## config.mk

```make
export PLATFORM = sky130hd
export DESIGN_NAME = vm_alu_with_condition_codes_top
export DESIGN_NICKNAME = d
export VERILOG_FILES = /design/src/rtl/core/vmalu_pkg.sv /design/src/rtl/core/vmalu_datapath.sv /design/src/rtl/core/vmalu_ctrl.sv /design/src/rtl/core/vm_alu_with_condition_codes_top.sv
export SDC_FILE = /design/constraint.sdc
export NUM_CORES = 2
export LEC_CHECK = 0
export ABC_AREA = 1
export BUFFER_PORTS_ARGS = -buffer_cell sky130_fd_sc_hd__buf_2
export CAP_MARGIN = 20
export CELL_PAD_IN_SITES_DETAIL_PLACEMENT = 0
export CELL_PAD_IN_SITES_GLOBAL_PLACEMENT = 2
export CORE_UTILIZATION = 41
export DETAILED_ROUTE_END_ITERATION = 12
export PLACE_DENSITY_LB_ADDON = 0.1
export SLEW_MARGIN = 20
export SYNTH_ARGS = -nofsm -noshare
export SYNTH_HDL_FRONTEND = slang
export SYNTH_HIERARCHICAL = 1
export SYNTH_SLANG_ARGS = --single-unit
```

## constraint.sdc

```tcl
create_clock -name clk -period 9.64 [get_ports clk]
set_input_delay 1.446 -clock clk [delete_from_list [all_inputs] [get_ports clk]]
set_output_delay 1.446 -clock clk [all_outputs]
set_load 0.03 [all_outputs]
```

## src/rtl/core/vmalu_pkg.sv

```systemverilog
package vmalu_pkg;

	localparam int unsigned DataWidth = 32;
	localparam int unsigned OpWidth   = 5;
	localparam int unsigned CntWidth  = 6;

	typedef logic [OpWidth-1:0]   opcode_t;
	typedef logic [DataWidth-1:0] word_t;

	localparam opcode_t OP_JMP  = 5'h01;
	localparam opcode_t OP_JZ   = 5'h02;
	localparam opcode_t OP_JP   = 5'h03;
	localparam opcode_t OP_JN   = 5'h04;
	localparam opcode_t OP_JNZ  = 5'h05;
	localparam opcode_t OP_JNP  = 5'h06;
	localparam opcode_t OP_JNN  = 5'h07;
	localparam opcode_t OP_NOT  = 5'h08;
	localparam opcode_t OP_MOV  = 5'h10;
	localparam opcode_t OP_ADD  = 5'h11;
	localparam opcode_t OP_SUB  = 5'h12;
	localparam opcode_t OP_MUL  = 5'h13;
	localparam opcode_t OP_DIV  = 5'h14;
	localparam opcode_t OP_CMP  = 5'h15;
	localparam opcode_t OP_SHL  = 5'h16;
	localparam opcode_t OP_SHR  = 5'h17;
	localparam opcode_t OP_SAR  = 5'h18;
	localparam opcode_t OP_AND  = 5'h19;
	localparam opcode_t OP_OR   = 5'h1A;
	localparam opcode_t OP_XOR  = 5'h1B;
	localparam opcode_t OP_SWAP = 5'h1C;
	localparam opcode_t OP_LDL  = 5'h1D;
	localparam opcode_t OP_LDH  = 5'h1E;

	localparam word_t SignMask = 32'h8000_0000;
	localparam word_t HighMask = 32'hFFFF_0000;
	localparam word_t LowMask  = 32'h0000_FFFF;

	// controller to datapath
	typedef struct packed {
		logic load;     // capture operands, compute non-div ops
		logic div_step; // one quotient bit
		logic finish;   // build result beat, update flags
	} dp_cmd_t;

	// datapath to controller
	typedef struct packed {
		logic is_div;
		logic div_last;
	} dp_status_t;

endpackage

```

## src/rtl/core/vmalu_datapath.sv

```systemverilog
module vmalu_datapath (
	input  logic                  clk,
	input  logic                  arst_n,
	input  vmalu_pkg::dp_cmd_t    cmd,
	output vmalu_pkg::dp_status_t status,
	input  logic [4:0]            opcode,
	input  logic signed [31:0]    op_a,
	input  logic signed [31:0]    op_b,
	output logic signed [31:0]    result_a,
	output logic                  write_a,
	output logic signed [31:0]    result_b,
	output logic                  write_b,
	output logic signed [31:0]    remainder,
	output logic                  write_remainder,
	output logic                  branch_taken,
	output logic [1:0]            flags_out,
	output logic                  bad_opcode,
	output logic                  divide_by_zero
);
	import vmalu_pkg::*;

	logic    neg_q, zero_q;
	opcode_t op_q;
	word_t   a_q, b_q, ra_q, rb_q;
	logic    wa_q, wb_q, br_q, bad_q, fl_q, cmp_q;
	word_t   quo_q, rem_q, div_q;
	logic [CntWidth-1:0] cnt_q;
	logic    na_q, nb_q, dz_q, ovf_q;

	word_t ra_c, rb_c, sar_c, cmpv;
	logic  wa_c, wb_c, br_c, bad_c, fl_c;
	logic [DataWidth:0] trial;
	word_t rem_sh;
	logic  big;

	assign big = |op_b[31:5];
	assign sar_c = big ? {DataWidth{op_a[31]}} : word_t'(op_a >>> op_b[4:0]);

	// combinational results of the non-div operations
	always_comb begin
		ra_c = '0; rb_c = '0; wa_c = 1'b0; wb_c = 1'b0; br_c = 1'b0;
		bad_c = 1'b0; fl_c = 1'b1;
		case (opcode)
			OP_JMP: begin br_c = 1'b1; fl_c = 1'b0; end
			OP_JZ:  begin br_c = zero_q; fl_c = 1'b0; end
			OP_JP:  begin br_c = !neg_q && !zero_q; fl_c = 1'b0; end
			OP_JN:  begin br_c = neg_q; fl_c = 1'b0; end
			OP_JNZ: begin br_c = !zero_q; fl_c = 1'b0; end
			OP_JNP: begin br_c = neg_q || zero_q; fl_c = 1'b0; end
			OP_JNN: begin br_c = !neg_q; fl_c = 1'b0; end
			OP_NOT: begin ra_c = ~op_a; wa_c = 1'b1; end
			OP_MOV: begin ra_c = op_b; wa_c = 1'b1; fl_c = 1'b0; end
			OP_ADD: begin ra_c = op_a + op_b; wa_c = 1'b1; end
			OP_SUB: begin ra_c = op_a - op_b; wa_c = 1'b1; end
			OP_MUL: begin ra_c = word_t'(op_a * op_b); wa_c = 1'b1; end
			OP_DIV: begin wa_c = 1'b1; end
			OP_CMP: begin fl_c = 1'b0; end
			OP_SHL: begin ra_c = big ? '0 : op_a << op_b[4:0]; wa_c = 1'b1; end
			OP_SHR: begin ra_c = big ? '0 : word_t'(op_a) >> op_b[4:0]; wa_c = 1'b1; end
			OP_SAR: begin ra_c = sar_c; wa_c = 1'b1; end
			OP_AND: begin ra_c = op_a & op_b; wa_c = 1'b1; end
			OP_OR:  begin ra_c = op_a | op_b; wa_c = 1'b1; end
			OP_XOR: begin ra_c = op_a ^ op_b; wa_c = 1'b1; end
			OP_SWAP: begin ra_c = op_b; rb_c = op_a; wa_c = 1'b1; wb_c = 1'b1; end
			OP_LDL: begin ra_c = (op_a & HighMask) | (op_b & LowMask); wa_c = 1'b1; end
			OP_LDH: begin ra_c = (op_a & LowMask) | {op_b[15:0], 16'h0000}; wa_c = 1'b1; end
			default: begin bad_c = 1'b1; fl_c = 1'b0; end
		endcase
	end

	assign cmpv = a_q - b_q;

	// restoring divider, one bit per cycle
	assign rem_sh = {rem_q[DataWidth-2:0], quo_q[DataWidth-1]};
	assign trial  = {1'b0, rem_sh} - {1'b0, div_q};

	assign status.is_div   = (opcode == OP_DIV);
	assign status.div_last = (cnt_q == CntWidth'(DataWidth - 1));

	always_ff @(posedge clk) begin
		if (cmd.load) begin
			op_q <= opcode; a_q <= op_a; b_q <= op_b;
			ra_q <= ra_c; rb_q <= rb_c; wa_q <= wa_c; wb_q <= wb_c;
			br_q <= br_c; bad_q <= bad_c; fl_q <= fl_c;
			cmp_q <= (opcode == OP_CMP);
			na_q <= op_a[31]; nb_q <= op_b[31];
			quo_q <= op_a[31] ? -op_a : op_a;
			div_q <= op_b[31] ? -op_b : op_b;
			rem_q <= '0;
			cnt_q <= '0;
			dz_q  <= (op_b == '0);
			ovf_q <= (op_a == SignMask) && (op_b == '1);
		end else if (cmd.div_step) begin
			cnt_q <= cnt_q + CntWidth'(1);
			if (!trial[DataWidth]) begin
				rem_q <= trial[DataWidth-1:0];
				quo_q <= {quo_q[DataWidth-2:0], 1'b1};
			end else begin
				rem_q <= rem_sh;
				quo_q <= {quo_q[DataWidth-2:0], 1'b0};
			end
		end
	end

	// result beat and flags
	word_t fin_a, fin_r;
	always_comb begin
		fin_a = ra_q; fin_r = '0;
		if (op_q == OP_DIV) begin
			if (dz_q) begin fin_a = '0; fin_r = '0; end
			else if (ovf_q) begin fin_a = SignMask; fin_r = '0; end
			else begin
				fin_a = (na_q != nb_q) ? -quo_q : quo_q;
				fin_r = na_q ? -rem_q : rem_q;
			end
		end
	end

	always_ff @(posedge clk or negedge arst_n) begin
		if (!arst_n) begin
			neg_q <= 1'b0; zero_q <= 1'b0;
		end else if (cmd.finish) begin
			if (fl_q) begin
				neg_q <= fin_a[31]; zero_q <= (fin_a == '0);
			end else if (cmp_q) begin
				neg_q <= cmpv[31]; zero_q <= (cmpv == '0);
			end
		end
	end

	always_ff @(posedge clk) begin
		if (cmd.finish) begin
			result_a <= fin_a; write_a <= wa_q;
			result_b <= rb_q;  write_b <= wb_q;
			remainder <= fin_r; write_remainder <= (op_q == OP_DIV);
			branch_taken <= br_q; bad_opcode <= bad_q;
			divide_by_zero <= (op_q == OP_DIV) && dz_q;
		end
	end

	assign flags_out = {neg_q, zero_q};
endmodule

```

## src/rtl/core/vmalu_ctrl.sv

```systemverilog
module vmalu_ctrl (
	input  logic                  clk,
	input  logic                  arst_n,
	input  logic                  in_valid,
	output logic                  in_stall,
	output logic                  out_valid,
	input  logic                  out_stall,
	input  vmalu_pkg::dp_status_t status,
	output vmalu_pkg::dp_cmd_t    cmd
);
	import vmalu_pkg::*;

	typedef enum logic [3:0] {
		ST_IDLE = 4'b0001,
		ST_DIV  = 4'b0010,
		ST_FIN  = 4'b0100,
		ST_OUT  = 4'b1000
	} state_t;

	state_t state_q, state_d;

	assign in_stall  = (state_q != ST_IDLE);
	assign out_valid = (state_q == ST_OUT);

	always_comb begin
		state_d = state_q;
		cmd = '0;
		case (state_q)
			ST_IDLE: begin
				cmd.load = in_valid;
				if (in_valid) state_d = status.is_div ? ST_DIV : ST_FIN;
			end
			ST_DIV: begin
				cmd.div_step = 1'b1;
				if (status.div_last) state_d = ST_FIN;
			end
			ST_FIN: begin
				cmd.finish = 1'b1;
				state_d = ST_OUT;
			end
			ST_OUT: begin
				if (!out_stall) state_d = ST_IDLE;
			end
			default: state_d = ST_IDLE;
		endcase
	end

	always_ff @(posedge clk or negedge arst_n) begin
		if (!arst_n) state_q <= ST_IDLE;
		else state_q <= state_d;
	end
endmodule

```

## src/rtl/core/vm_alu_with_condition_codes_top.sv

```systemverilog
// execute stage of a small 32-bit vm with n and z condition flags
// input channel: in_valid/in_stall with opcode, op_a, op_b
// output channel: out_valid/out_stall with one result beat per input beat
// a beat is taken at a clock edge where valid is high and stall is low
// one item is in flight at a time; in_stall is high until its result beat leaves
// non-div ops: accept (load), then finish registers the result beat, then out shows it
// div: accept, then the restoring divider steps (one quotient bit each step),
// then finish and out as for others; out waits while the receiver stalls
// the divider's bit loop makes a div item take longer than the others
// reset (arst_n low) clears the flags and returns the controller to idle
// when the receiver stalls, the result beat holds and no new beat is taken
// flags_out shows the flags after the step of the beat on the output
module vm_alu_with_condition_codes_top (
	input  logic               clk,
	input  logic               arst_n,
	input  logic               in_valid,
	output logic               in_stall,
	input  logic [4:0]         opcode,
	input  logic signed [31:0] op_a,
	input  logic signed [31:0] op_b,
	output logic               out_valid,
	input  logic               out_stall,
	output logic signed [31:0] result_a,
	output logic               write_a,
	output logic signed [31:0] result_b,
	output logic               write_b,
	output logic signed [31:0] remainder,
	output logic               write_remainder,
	output logic               branch_taken,
	output logic [1:0]         flags_out,
	output logic               bad_opcode,
	output logic               divide_by_zero
);
	import vmalu_pkg::*;

	dp_cmd_t    cmd;
	dp_status_t status;

	// sequencer
	vmalu_ctrl u_ctrl (
		.clk, .arst_n, .in_valid, .in_stall, .out_valid, .out_stall,
		.status, .cmd
	);

	// operation units and flags
	vmalu_datapath u_dp (
		.clk, .arst_n, .cmd, .status, .opcode, .op_a, .op_b,
		.result_a, .write_a, .result_b, .write_b, .remainder,
		.write_remainder, .branch_taken, .flags_out, .bad_opcode,
		.divide_by_zero
	);
endmodule

```

== Word-level counts from Yosys, hierarchy flattened ==
Cells that the tools add are included.

* Flip-flop bits (word level): 353
* Input bits: 73
* Output and inout port bits: 106
* Logic and storage cells: 139

* $add $sub $neg: 9
* Multipliers: 1
* Equality and inequality tests: 36
* Shifts and indexed selects: 3
* Mux-type cells: 32
* Bitwise operators: 7
* Reductions and logical operators: 19

{| class="wikitable"
|+ Operator list
! kind !! number
|-
| 32-bit case mux with 13 select lines || 1
|-
| 32-bit two-way mux || 12
|-
| 32-bit negation || 4
|-
| 32-bit zero test || 3
|-
| 5-bit equality test (second input constant) || 16
|-
| 32-bit equality test (second input constant) || 2
|-
| 32-bit subtractor || 2
|-
| 32-bit by 32-bit subtractor with 33-bit output || 1
|-
| 32-bit adder || 1
|-
| 32-bit AND || 1
|-
| 32-bit by 32-bit multiplier with 32-bit output || 1
|-
| 32-bit inverter || 1
|-
| 16-bit by 32-bit OR with 32-bit output || 1
|-
| 32-bit by 16-bit OR with 32-bit output || 1
|-
| 32-bit OR || 1
|-
| 32-bit by 5-bit left shift with 32-bit output || 1
|-
| 32-bit by 5-bit >> shifter with 32-bit output || 1
|-
| 32-bit by 5-bit >>> shifter with 32-bit output || 1
|-
| 32-bit bitwise XOR || 1
|-
| 31-bit two-way mux || 1
|-
| 27-bit OR reduction || 1
|-
| 23-bit OR reduction || 1
|-
| 5-bit by 3-bit equality test with 1-bit output (second input constant) || 4
|-
| 4-bit case mux with 4 select lines || 1
|-
| other kinds (27) || 47
|}

== Logic depth before layout (Yosys ltp) ==
* Depth in word-level cells: 7
* Mapped depth: 38
* Mapped depth without buffers: 35

== Hierarchy ==
Netlist, hierarchy kept.

{| class="wikitable"
|+ By module, submodules not included
! module !! instances !! cells an instance !! area an instance (µm²) !! seq. area each (µm²)
|-
| vmalu_datapath || 1 || 6177 || 44950.6 || 9999.6
|-
| vmalu_ctrl || 1 || 37 || 269.0 || 101.3
|}

== Worst setup path before layout ==
OpenSTA, ideal clock, no wires.

* Path type: input-to-reg
* Start point: in op_b[3]
* End point: reg u_dp.ra_q[28], data pin
* Setup time: 267 ps
* Arrival: 8140 ps
* Required time: 9373 ps
* Path slack: 1233 ps
* Cell stages on the path: 30
* Path buffers: 4
* Path through: buf_2 clkbuf_1 clkbuf_1 clkbuf_1 nand2_1 inv_1 fa_1 fa_1 inv_1 fa_1 fa_1 inv_1 fa_1 inv_1 fa_1 inv_1 fa_1 fa_1 ha_1 nand2_1 inv_1 nand3_1 nor2_1 nand4_1 nand3_1 a21o_1 a31oi_1 or2_2 nand3_1 nand3_1

* Cells in the longest elaborated chain, start to end: 3
* Elaborated cells on any way between the ends: 10
* Classes of those cells: add/sub: 2; mul: 1; shift: 3; mux: 4

{| class="wikitable"
|+ Ends and longest elaborated chain
! item !! line !! RTL
|-
| start, declared || vm_alu_with_condition_codes_top.sv:20 || <nowiki>input logic signed [31:0] op_b,</nowiki>
|-
| branches (longest 2 deep; another with 32-bit by 32-bit multiplier with 32-bit output) || - ||
|-
| 32-bit case mux with 13 select lines * || vmalu_datapath.sv:43 || <nowiki>case (opcode)</nowiki>
|-
| named net u_dp.ra_c[28] || vmalu_datapath.sv:30 || <nowiki>word_t ra_c, rb_c, sar_c, cmpv;</nowiki>
|-
| end signal, assigned || vmalu_datapath.sv:83 || <nowiki>ra_q <= ra_c; rb_q <= rb_c; wa_q <= wa_c; wb_q <= wb_c;</nowiki>
|-
| end, declared || vmalu_datapath.sv:24 || <nowiki>word_t a_q, b_q, ra_q, rb_q;</nowiki>
|}

Mark *: on every way through the listed nets, which the timed path passes.
A chain may end at the register's enable or synchronous reset.

== Final worst setup path ==
* Start point: in op_a[6]
* End point: reg u_dp.ra_q[20], data pin

* Cells in the longest elaborated chain, start to end: 3
* Elaborated cells on any way between the ends: 10
* Classes of those cells: add/sub: 2; mul: 1; shift: 3; mux: 4

{| class="wikitable"
|+ Ends and longest elaborated chain
! item !! line !! RTL
|-
| start, declared || vm_alu_with_condition_codes_top.sv:19 || <nowiki>input logic signed [31:0] op_a,</nowiki>
|-
| branches (longest 2 deep; another with 32-bit by 32-bit multiplier with 32-bit output) || - ||
|-
| 32-bit case mux with 13 select lines * || vmalu_datapath.sv:43 ||
|-
| named net u_dp.ra_c[20] || vmalu_datapath.sv:30 ||
|}

Marks and branches as above.

==> results by group <==
Status
  – Status: finished, final reports clean

Setup path
  – Crit Path Class: in -> reg
  – Max incr delay on CP: 540 ps
  – Top cell by count, worst path: fa_1
  – Worst path slowest cell: fa_1
  – Critical path fanouts, max: 21
  – Crit path required time: 10030 ps
  – Crit path capture type: flop
  – Worst setup SP type: primary input
  – Arrival time at the worst endpoint: 8410 ps

Synthesis
  – Sequential area share after synthesis: 22.34%
  – Synth unique cells: 69
  – Synth top area share: 20.32%
  – Largest cells by area after synthesis: edfxtp_1, fa_1, nand2_1, inv_1, ha_1
  – Post-Syn Nets: 7012
  – Top_reg_cell synth: edfxtp_1
  – Post-Syn Area: 45220 um2
  – Synthesized flop and latch total: 350
  – Top cell type by total area after synthesis: edfxtp_1
  – Post-synth EDFFs: 306
  – Syn Inst Count: 6214
  – Async set or reset register ratio after synthesis: 1.714%
  – Warnings, synthesis: 6
  – Synthesized area per cell: 7.277 um2

Clock network
  – CTS tree: built
  – CTS Buf Count: 43
  – Reg clk slew, reported paths: 70 ps
  – CTS Sinks: 350
  – Root Driver: clkbuf_16
  – Hold_buf cts: 0
  – Post-CTS setup buffers: 0
  – Post_cts resized: 0
  – H-tree Lvls: 2
  – Clk_lat worst skew: 630 ps
  – Max clock buf depth: 3

Power
  – Combinational power share: 79.7%
  – Power, Total: 19.76 mW
  – Seq pwr share: 11.7%
  – Cell Pwr Density: 400.7 nW/um2
  – Power share of the clock group: 8.6%
  – VDD IR max: 0.7409 mV
  – Power Internal: 8.610 mW
  – Sw frac: 56.44%
  – Lkg Pwr: 25.60 nW
  – Sw Pwr: 11.15 mW

Detailed routing
  – Total wire length: 203600 um
  – Vias per cell: 5.472
  – DRT Pass-1 Iters: 6
  – Post-route ant nets: 0
  – Drt wl/cell: 26.07 um
  – Routed via count: 42740
  – Drt drc: 0
  – DR iter-0 viols: 4262

Layout
  – Layout area overhead: 9.067%
  – Nets: 7092
  – Layout cell share with drive strength beyond 1: 7.664%
  – Final core utilization: 45.18%

STA
  – Tmin final: 8021 ps
  – Final Max Slew Viols: 0
  – Sum Neg Setup Slack: 0 ps
  – Final Cycle Share: 83.21%
  – Final setup fails: 0
  – Slew @ Worst Pin: 1146 ps
  – Hold Violations, Final: 0
  – RSZ-0062 raised after global routing: no
  – Post-route clock skew: 25.38 ps
  – Max_slew headroom: 23.49%
  – Fmax: 0.1247 GHz

Global route
  – Antenna violations before repair: 20
  – Vias in the first global route: 41930
  – Pin count of the biggest net entering global routing: 74
  – First-pass GRT wire length: 292600 um
  – GRT overflow: 0
  – Total track usage: 36.24%

Die
  – Core region area: 109200 um2
  – Die X: 334.1 um
  – Initial Utilization: 41.43%
  – Die Y: 334.1 um
  – Placement Rows: 121
  – Ports: 179
  – DIE AREA: 111600 um2

Place
  – PortBufs: 178
  – Routability cong.: 1.025
  – DP Wirelength: 165100 um

Run
  – Max Cap Viol: 0

Hold path
  – HP Class: reg -> reg
## path summary, 6_finish.rpt
path                                                     from                             to  slack, ps  cells after the start
worst min register to register    u_dp/rb_q[27]$_SDFFCE_PN0P_    u_dp/result_b[27]$_DFFE_PP_        420                      0
worst max register to register  u_ctrl/state_q[0]$_DFFE_PN1P_    u_dp/rem_q[31]$_SDFFE_PP0P_       5770                     14
min in group asynchronous                              arst_n  u_ctrl/state_q[3]$_DFFE_PN0P_        630                      1
worst max-delay path                                  op_a[6]        u_dp/ra_q[20]$_DFFE_PP_       1620                     29
worst min-delay path              u_dp/rb_q[27]$_SDFFCE_PN0P_    u_dp/result_b[27]$_DFFE_PP_        420                      0
max in group asynchronous                              arst_n  u_ctrl/state_q[0]$_DFFE_PN1P_       8790                      1
## synth_stat cells (23+ instances only)
cell type,instances
edfxtp_1,306
ha_1,315
xor2_1,81
dfxtp_1,38
xnor2_1,35
buf_1,66
inv_1,1239
nand2_1,1568
clkbuf_1,161
nand4_1,69
o21ai_0,426
buf_2,34
nor3_1,58
fa_1,410
o22ai_1,29
a21oi_1,296
o211ai_1,46
nand3_1,268
nor2_1,404
inv_2,23
or2_2,25
## cells by family after synthesis
logic type	after synthesis	synth area share, %
DFF	350	22.34
AOI/OAI and AO/OA	985	12.38
muxes	14	0.3099
adders and majority gates	725	26.87
xor gates and xnor gates	116	2.247
and+or+nand+nor	2479	22.82
buffers and inverters	1545	13.05
## final cells by class
type / instances / area, um2
Inverter: 1273 / 4786
Antenna cell: 6 / 15.01
Sequential cell: 350 / 10100
Fill cell: 11380 / 59840
Tap cell: 1476 / 1847
Timing Repair Buffer: 307 / 1874
Clock inverter: 24 / 280.3
Multi-Input combinational cell: 4319 / 29240
Clock buffer: 55 / 1181
## stage by stage
stage	hold slack, ps	area [um2]	setup slack [ps]	std cells
global route	422.5	49310	1352	7805
floorplan	400.3	45220	1233	6214
CTS	420.1	49300	1747	7803
finish	418.3	49320	1619	7810
global placement	401.9	47840	1032	7724
detailed placement	406.1	47840	1052	7724
## metal layers
| metal | global-route usage, % | vias to the layer above | share of wire, % |
|---|---|---|---|
| li1 | - | 19830 | - |
| met1 | 47.69 | 20640 | 42 |
| met2 | 57.40 | 1808 | 44 |
| met3 | 6.709 | 452 | 8.1 |
| met4 | 17.29 | 14 | 5.7 |
| met5 | 0 | - | 0.046 |
## sequential cells by signal, indices dropped and copies added (netlist names), 4 cells and up
name,flops
u_ctrl/state_q,4
u_dp/a_q,32
u_dp/remainder,32
u_dp/quo_q,32
u_dp/div_q,31
u_dp/rem_q,32
u_dp/result_a,32
u_dp/op_q,5
u_dp/b_q,32
u_dp/cnt_q,6
u_dp/ra_q,32
u_dp/rb_q,32
u_dp/result_b,32
## layout by cell type (no fill, tap or decap), drive strengths merged, types with 46 or more instances in the layout
cell type,instances
inv,1269
buf,307
nand2,1574
nand3,272
nor2,426
xor2,81
clkbuf,55
edfxtp,306
nand4,70
o21ai,447
nor3,67
o211ai,46
fa,410
ha,315
a21oi,298
## critical path: cells and delay by family
kind                       cells  cell delay (ps)
adders and majority gates      9             3720
buffers and inverters          9             1390
and+or+nand+nor                6              690
AOI/OAI and AO/OA              5             1130
## power by group through the flow
stage | registers [mW] | clock network [mW] | logic, mW
final | 2.32 | 1.70 | 15.7
after floorplan | 2.42 | 0 | 10.3
after CTS | 2.31 | 1.74 | 15.7
after detailed placement | 2.34 | 0 | 15.6
after global placement | 2.34 | 0 | 15.5
after global routing | 2.34 | 1.79 | 17.5
Power figures use the tool's default switching activity.
